<file path="config.mk">
export PLATFORM = sky130hd
export DESIGN_NAME = bis_fifo
export DESIGN_NICKNAME = d
export VERILOG_FILES = /design/src/hdl/bis_fifo.sv
export SDC_FILE = /design/constraint.sdc
export NUM_CORES = 1
export LEC_CHECK = 0
export BUFFER_PORTS_ARGS = -buffer_cell sky130_fd_sc_hd__buf_2
export CORE_UTILIZATION = 55
export CTS_CLUSTER_DIAMETER = 100
export DETAILED_ROUTE_END_ITERATION = 16
export PLACE_DENSITY = 0.74
export SLEW_MARGIN = 20
export SYNTH_ARGS = -nofsm -noshare
export SYNTH_HDL_FRONTEND = slang
export SYNTH_SLANG_ARGS = --single-unit
</file>
<file path="constraint.sdc">
create_clock -name clk -period 2.7 [get_ports clk]
set_clock_uncertainty 0.1 [all_clocks]
set_input_delay 0.135 -clock clk [delete_from_list [all_inputs] [get_ports clk]]
set_output_delay 0.135 -clock clk [all_outputs]
set_load 0.02 [all_outputs]
</file>
<file path="src/hdl/bis_fifo.sv">
// Small result queue decoupling the pipeline from the consumer
`timescale 1ns / 1ps
`default_nettype none
module bis_fifo #(
    parameter int AW = 3
) (
    input  wire logic clk,
    input  wire logic rst_n,
    input  wire logic push,
    input  wire logic [7:0] din,
    input  wire logic pop,
    output logic empty,
    output logic [7:0] dout,
    output logic [AW:0] count
);
    logic [7:0] buf_reg [1 << AW];
    logic [AW-1:0] wp_reg, rp_reg;
    logic [AW:0] cnt_reg;
    logic do_pop;

    assign do_pop = pop && cnt_reg != '0;
    // Move pointers and count on each transfer
    always_ff @(posedge clk or negedge rst_n)
    begin
        if (!rst_n)
        begin
            wp_reg <= '0;
            rp_reg <= '0;
            cnt_reg <= '0;
        end
        else
        begin
            if (push) wp_reg <= wp_reg + 1'b1;
            if (do_pop) rp_reg <= rp_reg + 1'b1;
            cnt_reg <= cnt_reg + (AW+1)'(push) - (AW+1)'(do_pop);
        end
    end
    always_ff @(posedge clk)
    begin
        if (push) buf_reg[wp_reg] <= din;
    end
    assign empty = cnt_reg == '0;
    assign dout = buf_reg[rp_reg];
    assign count = cnt_reg;
endmodule
`default_nettype wire

</file>
==> results.sh <==
export IMPL_drt_iter0_markers=128
export IMPL_max_slew_worst_pin_slew_ns=0.6621
export IMPL_leakagePower_nw=1.347
export IMPL_avgRoutedWirePerCell_um=18.75
export IMPL_initial_core_util_pct=58.39
export IMPL_syn_area_um2=3039
export IMPL_final_core_util_pct=68.27
export IMPL_synthCells=148
export IMPL_min_period_ns=2.352
export IMPL_yosysSeqAreaShare_pct=71.47
export IMPL_synthesis_nets=168
export IMPL_antennaDiodeCount=0
export IMPL_routed_via_density=5.478
export IMPL_placed_area_um2=3276
export IMPL_rows=26
export IMPL_tns_ns=0
export IMPL_r2r_start="count[2]"
export IMPL_clkTransAtPathRegs_ns=0.07
export IMPL_routed_wl_um=5100
export IMPL_clock_latency_ns=0.33
export IMPL_startpoint_type="flip-flop"
export IMPL_cts_resized=0
export IMPL_largest_reg_flops=64
export IMPL_io_pins=25
export IMPL_finalMaxSlewViolations=0
export IMPL_ant_nets=0
export IMPL_yosys_warnings=0
export IMPL_cp_end_kind="flip-flop"
export IMPL_status="finished, final reports clean"
export IMPL_grt_max_degree=19
export IMPL_place_ws_ns=0.3597
export IMPL_hp_start="pop"
export IMPL_die_h_um=76.34
export IMPL_drtPass1Iterations=4
export IMPL_vias=1490
export IMPL_synth_seq_cells=74
export IMPL_rsz0062_at_grt="false"
export IMPL_hpwl_um=3244
export IMPL_grtUsageTotal_pct=20.24
export IMPL_fin_ws_ns=0.3485
export IMPL_path_class="reg -> reg"
export IMPL_final_area_um2=3553
export IMPL_clock_sinks=74
export IMPL_area_growth_pct=16.92
export IMPL_fin_cells=272
export IMPL_setup_viol_count_final=0
export IMPL_dp_cells=246
export IMPL_port_buffers=24
export IMPL_cts_root_buf="clkbuf_8"
export IMPL_critPathRequiredTime_ns=2.83
export IMPL_layout_drive_gt1_share_pct=27.23
export IMPL_hold_viol=0
export IMPL_yosys_cell_types_count=21
export IMPL_crit_path_start="count[2]"
export IMPL_postSynthAreaPerCell_um2=20.53
export IMPL_grt_pass1_vias=1564
export IMPL_whs_ns=0.05536
export IMPL_hold_buffers=10
export IMPL_fin_nets=217
export IMPL_maxCapViolCount=0
export IMPL_post_cts_buffers=0
export IMPL_power_mw=3.687
export IMPL_antenna_found_initial=0
export IMPL_place_congestion=0.7899
export IMPL_cts_max_level=3
export IMPL_drc=0
export IMPL_grt_pass1_wl_um=8204
export IMPL_clockBufferDepth=2
export IMPL_core_area_um2=5205
export IMPL_powerDensity_nw_per_um2=1038
export IMPL_cts_tree="yes"
export IMPL_fmax_mhz=425.3
export IMPL_cts_buffers=9
export IMPL_dieWidth_um=76.34
export IMPL_overflow=0
export IMPL_arrival_ns=2.48
export IMPL_finalCritPeriodShare_pct=87.09
export IMPL_hold_class="in -> reg"
export IMPL_vdd_drop_max_v=0.0006800
export IMPL_crit_fanout=3
export IMPL_die_area_um2=5827
export IMPL_slew_headroom_pct=55.86
synthesized netlist by cell type:
master | n | area [µm²]
buf_1 | 1 | 3.750
clkbuf_1 | 1 | 3.750
buf_12 | 1 | 20.02
nor3_1 | 2 | 10.01
a21oi_1 | 1 | 5.000
mux2_2 | 10 | 112.6
dfrtp_1 | 10 | 250.2
edfxtp_1 | 64 | 1922
nand2_1 | 4 | 15.01
nor2_1 | 7 | 26.28
buf_2 | 1 | 5.000
inv_1 | 9 | 33.78
nand2b_1 | 4 | 25.02
xnor2_1 | 3 | 26.28
xor2_1 | 3 | 26.28
ha_1 | 7 | 87.58
buf_6 | 1 | 11.26
fa_1 | 1 | 20.02
nor3b_1 | 1 | 7.510
a21o_1 | 1 | 7.510
mux4_1 | 16 | 420.4
cell families (layout without fill, tap and decap cells):
logic type,count (synthesis),in the layout,share of synthesized area (%)
DFF,74,74,71.47
muxes,26,26,17.54
and+or+nand+nor,18,18,2.758
buffers and inverters,14,68,2.552
adders and majority gates,8,8,3.540
xor gates and xnor gates,6,6,1.729
AOI/OAI and AO/OA,2,2,0.4116
path summary, 6_finish.rpt:
path / end / slack, ns / depth (start not counted)
setup / recovery: count[1] / 0.35 / 11
hold / removal: rp_reg[0] / 0.06 / 3
setup reg to reg: count[1] / 0.35 / 11
hold reg to reg: wp_reg[1] / 0.49 / 1
max in group asynchronous: count[2] / 2.22 / 2
min in group asynchronous: rp_reg[1] / 0.08 / 2
cell type report:
class,count,area (µm²)
clock buffer,12,135.1
multi-input combinational,60,794.5
clock inverter,4,42.54
sequential,74,2172
tap,70,87.58
inverter,9,33.78
timing repair buffer,43,287.8
fill,363,1652
layout by cell type, fill, tap and decap left out, drive strengths merged:
master       netlist  layout
buf                4      33
bufinv             0       1
dlygate4sd3        0      10
nand2b             4       4
mux2              10      10
xnor2              3       3
mux4              16      16
clkinv             0       3
nor2               7       7
edfxtp            64      64
nor3               2       2
a21oi              1       1
clkbuf             1      12
a21o               1       1
xor2               3       3
nand2              4       4
ha                 7       7
dfrtp             10      10
inv                9       9
nor3b              1       1
fa                 1       1
report_power, final:
group / switching (mW) / internal [mW]
Sequential: 0.171 / 1.47
Combinational: 0.635 / 0.618
Clock: 0.368 / 0.420
critical path, stage by stage, from the launching register on:
cell      delay [ns]
dfrtp_1         0.38
inv_1           0.08
ha_1            0.13
nor3b_2         0.22
nand2b_1        0.21
inv_1           0.06
ha_1            0.26
inv_1           0.05
ha_1            0.16
inv_1           0.06
fa_1            0.49
inv_1           0.04
per-layer routing:
layer | up-vias | GRT usage [%] | routed length [µm]
met4 | 0 | 9.423 | 112
met5 | - | 0 | 0
met2 | 34 | 34.50 | 2710
met1 | 758 | 23.84 | 2086
met3 | 10 | 5.629 | 190
li1 | 688 | - | -
(Power assumes the default switching activity.)
