## config.mk

```make
export PLATFORM = sky130hd
export DESIGN_NAME = bis_front
export DESIGN_NICKNAME = d
export VERILOG_FILES = /design/src/hdl/bis_pkg.sv /design/src/hdl/bis_front.sv
export SDC_FILE = /design/constraint.sdc
export NUM_CORES = 1
export LEC_CHECK = 0
export BUFFER_PORTS_ARGS = -buffer_cell sky130_fd_sc_hd__buf_2
export CORE_MARGIN = 1.5
export CORE_UTILIZATION = 50
export DETAILED_ROUTE_END_ITERATION = 16
export PLACE_DENSITY = 0.7
export SETUP_SLACK_MARGIN = 0.4
export SYNTH_ARGS = -nofsm -noshare
export SYNTH_HDL_FRONTEND = slang
export SYNTH_SLANG_ARGS = --single-unit
```

## constraint.sdc

```tcl
create_clock -name clk -period 4.58 [get_ports clk]
set_input_delay 0.229 -clock clk [delete_from_list [all_inputs] [get_ports clk]]
set_output_delay 0.229 -clock clk [all_outputs]
set_load 0.03 [all_outputs]
```

## src/hdl/bis_pkg.sv

```systemverilog
// Shared constants for the bilinear image scaler
`timescale 1ns / 1ps
`default_nettype none
package bis_pkg;
    localparam logic OP_LOAD = 1'b0;
    localparam logic OP_COMPUTE = 1'b1;
    localparam logic [1:0] REG_WIDTH = 2'd0;
    localparam logic [1:0] REG_HEIGHT = 2'd1;
    localparam logic [1:0] REG_XSTEP = 2'd2;
    localparam logic [1:0] REG_YSTEP = 2'd3;
    localparam int STEP_W = 25;
    localparam int DIM_W = 9;
    localparam int DST_W = 10;
    localparam logic [7:0] PIX_MAX = 8'd255;
endpackage
`default_nettype wire

```

## src/hdl/bis_front.sv

```systemverilog
// Front end: scales destination coordinates and classifies items
`timescale 1ns / 1ps
`default_nettype none
module bis_front #(
    parameter int XW = 8,
    parameter int YW = 8,
    parameter int FB = 16
) (
    input  wire logic clk,
    input  wire logic rst_n,
    input  wire logic in_valid,
    input  wire logic opcode,
    input  wire logic [7:0] src_col,
    input  wire logic [7:0] src_row,
    input  wire logic [7:0] pixel_in,
    input  wire logic [bis_pkg::DST_W-1:0] dst_col,
    input  wire logic [bis_pkg::DST_W-1:0] dst_row,
    input  wire logic [bis_pkg::STEP_W-1:0] x_step,
    input  wire logic [bis_pkg::STEP_W-1:0] y_step,
    input  wire logic [XW:0] width_cfg,
    input  wire logic [YW:0] height_cfg,
    output logic wr_en,
    output logic [XW+YW-1:0] wr_addr,
    output logic [7:0] wr_data,
    output logic q_push,
    output logic [XW-1:0] q_x0,
    output logic [XW-1:0] q_x1,
    output logic [YW-1:0] q_y0,
    output logic [YW-1:0] q_y1,
    output logic [FB-1:0] q_fx,
    output logic [FB-1:0] q_fy
);
    localparam int PW = bis_pkg::DST_W + bis_pkg::STEP_W;
    localparam int IW = PW - FB;
    logic        s1_valid_reg;
    logic [PW-1:0] sx_reg, sy_reg;
    logic [XW-1:0] lastc;
    logic [YW-1:0] lastr;
    logic [IW-1:0] ix, iy;
    logic [XW:0] wc;
    logic [YW:0] hc;

    // Register the load write and the raw products
    always_ff @(posedge clk or negedge rst_n)
    begin
        if (!rst_n)
        begin
            s1_valid_reg <= 1'b0;
            wr_en <= 1'b0;
        end
        else
        begin
            s1_valid_reg <= in_valid && opcode == bis_pkg::OP_COMPUTE;
            wr_en <= in_valid && opcode == bis_pkg::OP_LOAD
                && (32'(src_col) < (1 << XW)) && (32'(src_row) < (1 << YW));
        end
    end

    always_ff @(posedge clk)
    begin
        wr_addr <= {YW'(src_row), XW'(src_col)};
        wr_data <= pixel_in;
        sx_reg <= PW'(dst_col) * PW'(x_step);
        sy_reg <= PW'(dst_row) * PW'(y_step);
    end

    // Clamp the sizes to the store bounds, treat a zero size as one, and split off integer parts
    always_comb
    begin
        wc = width_cfg;
        hc = height_cfg;
        if (wc == '0) wc = (XW+1)'(1);
        if (hc == '0) hc = (YW+1)'(1);
        if (wc > (XW+1)'(1 << XW)) wc = (XW+1)'(1 << XW);
        if (hc > (YW+1)'(1 << YW)) hc = (YW+1)'(1 << YW);
        lastc = XW'(wc - 1'b1);
        lastr = YW'(hc - 1'b1);
        ix = sx_reg[PW-1:FB];
        iy = sy_reg[PW-1:FB];
    end

    // Produce neighbour coordinates and weights
    assign q_push = s1_valid_reg;
    assign q_x0 = (ix > IW'(lastc)) ? lastc : XW'(ix);
    assign q_y0 = (iy > IW'(lastr)) ? lastr : YW'(iy);
    assign q_x1 = (q_x0 == lastc) ? lastc : q_x0 + 1'b1;
    assign q_y1 = (q_y0 == lastr) ? lastr : q_y0 + 1'b1;
    assign q_fx = sx_reg[FB-1:0];
    assign q_fy = sy_reg[FB-1:0];
endmodule
`default_nettype wire

```

==> impl_metrics.tcl <==
set metrics [dict create \
    holdWs_ns 0.0932 \
    port_buffers 205 \
    yosys_warnings 0 \
    clk_path_buf_depth 2 \
    netlist_top_cells_count "364 x fa_1, 342 x inv_1, 333 x nand2_1" \
    via_per_inst 5.24 \
    setup_viol 39 \
    grt_pass1_wl_mm 85.2 \
    synth_ff_type "dfxtp_1" \
    status "complete, but fails checks" \
    layout.nets 3248 \
    finalHoldViolCount 0 \
    grt_max_degree 26 \
    synthArstFlopShare 0.0208 \
    endpoint "sx_reg[34]" \
    min_period_over_period 1.14 \
    drt_iter0_drc 757 \
    worst-path-max-fanout 8 \
    tightest_slew_ns 0.855 \
    fill_cells 2594 \
    hp-start "in_valid" \
    ant_nets 0 \
    utilization 0.719 \
    ir_drop_mv 0.755 \
    slew_headroom 0.424 \
    min_period_ns 5.20 \
    synth_fp_nets 2738 \
    cts_tree "done" \
    ys_types 68 \
    areaGrowthSynthToFinish_pct 40.6 \
    critPathRequiredTime_ns 4.88 \
    drive_above_1_share 0.374 \
    ios 206 \
    synth_area_leaders "fa_1 39%, ha_1 10%, dfxtp_1 10%" \
    rows 70 \
    top_layer_used "met5" \
    violations "negative setup slack" \
    wl_met1_mm 21.2 \
    htreeDepth 3 \
    synthCells 2104 \
    dr_wl_met3_mm 2.76 \
    gp_congestion 0.904 \
    worst_setup_path_end_kind "flop" \
    synth.top_cell.area_share 0.387 \
    clock-sinks 96 \
    cp.arrival_ns 5.50 \
    synth_area_um2 18800 \
    drc 0 \
    cp-startpoint "x_step[15]" \
    synth.largest_area_cell "fa_1" \
    cts_root_buf "clkbuf_16" \
    yosysSeqAreaShare 0.103 \
    core_um2 36800 \
    firstDrtPassIters 5 \
    initial_core_util 0.511 \
    wire_per_inst_um 17.4 \
    maxSlewViolCount 0 \
    track_usage 0.278 \
    yosysMostFrequentCell "fa_1" \
    syn_avg_cell_area_um2 8.94 \
    crit_path_start_kind "input port" \
    grt_pass1_vias 17700 \
    fmax_mhz 192 \
    synth_edf_count 0 \
    die_area_um2 38800 \
    overflow 0 \
    ys_seq_elements 96 \
    hpwl_mm 41.4 \
    finalWirelength_mm 53.6 \
    p_leak_nw 12.9 \
    via_count 16200 \
    die_w_um 197 \
    numCtsBuffers 9 \
    drv_cap 0 \
    min_path_type "input port to flop" \
    antenna_found_initial 3 \
    criticalPathCategory "input port to flop" \
    layout_setup_ws_ns -0.619 \
    clk_pin_slew_worst_paths_ns 0.07 \
    route.met2.wl_mm 28.0 \
    rsz0062_at_grt "true" \
    cellPowerDensity_nw_per_um2 836 \
    fp.dieH_um 197 \
]
==> power by group <==
group / internal [W] / switching, W / leakage, nW
clock network: 0.000428 / 0.000386 / 0.148
logic: 0.0103 / 0.00946 / 12.0
registers: 0.00133 / 0.000221 / 0.818
==> layout make-up <==
type | count | area, µm² | area share
Antenna cell | 1 | 2.50 | 0.0000946
Clock buffer | 10 | 229 | 0.00866
Clock inverter | 6 | 68.8 | 0.00260
Inverter | 342 | 1290 | 0.0487
Multi-Input combinational cell | 1533 | 17000 | 0.644
Sequential cell | 96 | 1930 | 0.0731
Tap cell | 468 | 586 | 0.0221
Timing Repair Buffer | 632 | 5310 | 0.201
==> how the worst min path moves through the flow <==
stage / end / depth (start not counted)
2_1_floorplan: q_push / 0
3_3_place_gp: q_push / 1
3_5_place_dp: wr_en / 1
4_1_cts: q_push / 2
5_1_grt: wr_en / 2
6_report: wr_en / 2
==> kinds of logic (layout without fill, tap and decap cells) <==
| family | Yosys count | after routing | share of synthesized area |
|---|---|---|---|
| simple gates | 707 | 708 | 0.184 |
| fa+ha+maj | 520 | 520 | 0.491 |
| buf+inv | 476 | 990 | 0.102 |
| compound gates | 194 | 194 | 0.0678 |
| flops | 96 | 96 | 0.103 |
| xor+xnor | 91 | 91 | 0.0424 |
| mux | 20 | 20 | 0.0108 |
| other cells | 0 | 1 | 0 |
==> per-layer routing <==
layer  global-route usage  vias to the layer above
met5                    0                        -
met4               0.0885                        4
li1                     -                     7439
met3               0.0411                      118
met2                0.502                      478
met1                0.342                     8140
==> critical path: stages <==
cell,delay [ns]
buf_4,0.15
and2_4,0.17
fa_2,0.55
inv_1,0.05
fa_1,0.45
fa_1,0.49
inv_1,0.05
fa_1,0.46
fa_1,0.51
ha_4,0.29
and3_4,0.18
nand2_2,0.06
or4_4,0.55
a311oi_4,0.37
o21bai_1,0.14
o211ai_1,0.19
o221ai_2,0.15
o21a_1,0.22
o21ai_2,0.12
xnor2_1,0.12
==> stage by stage <==
step	cells	cell area [µm²]	power (W)	setup WS, ns	TNS, ns
after floorplan	2104	20200	0.0117	-0.753	-7.94
after global placement	2944	23000	0.0163	-1.06	-26.18
after detailed placement	2944	23000	0.0166	-1.21	-29.75
after CTS	3042	25300	0.0198	-0.573	-4.32
after global routing	3087	26400	0.0239	-0.829	-14.75
final	3088	26400	0.0221	-0.619	-7.96
==> repair_timing <==
item	CTS	global route
endpoints found under the setup margin	71	72
endpoints found under the hold margin	27	0
hold buffers	26	0
pin swaps	184	159
gates resized for setup	318	220
buffers inserted	52	45
cloned	4	0
==> placed cells by master (no fill, tap or decap), drive strengths merged, types with 9 or more instances in the layout <==
cell,count
nand4,9
xor2,21
nor3,17
xnor2,70
fa,364
o21a,12
nor2,49
buf,603
clkbuf,13
a21oi,59
o21ai,46
a21o,28
ha,154
nor4,9
nand2,333
mux2i,20
inv,343
nor2b,13
nand3,21
and2,216
nand2b,11
dlygate4sd3,26
dfxtp,94
Power figures use the tool's default switching activity.
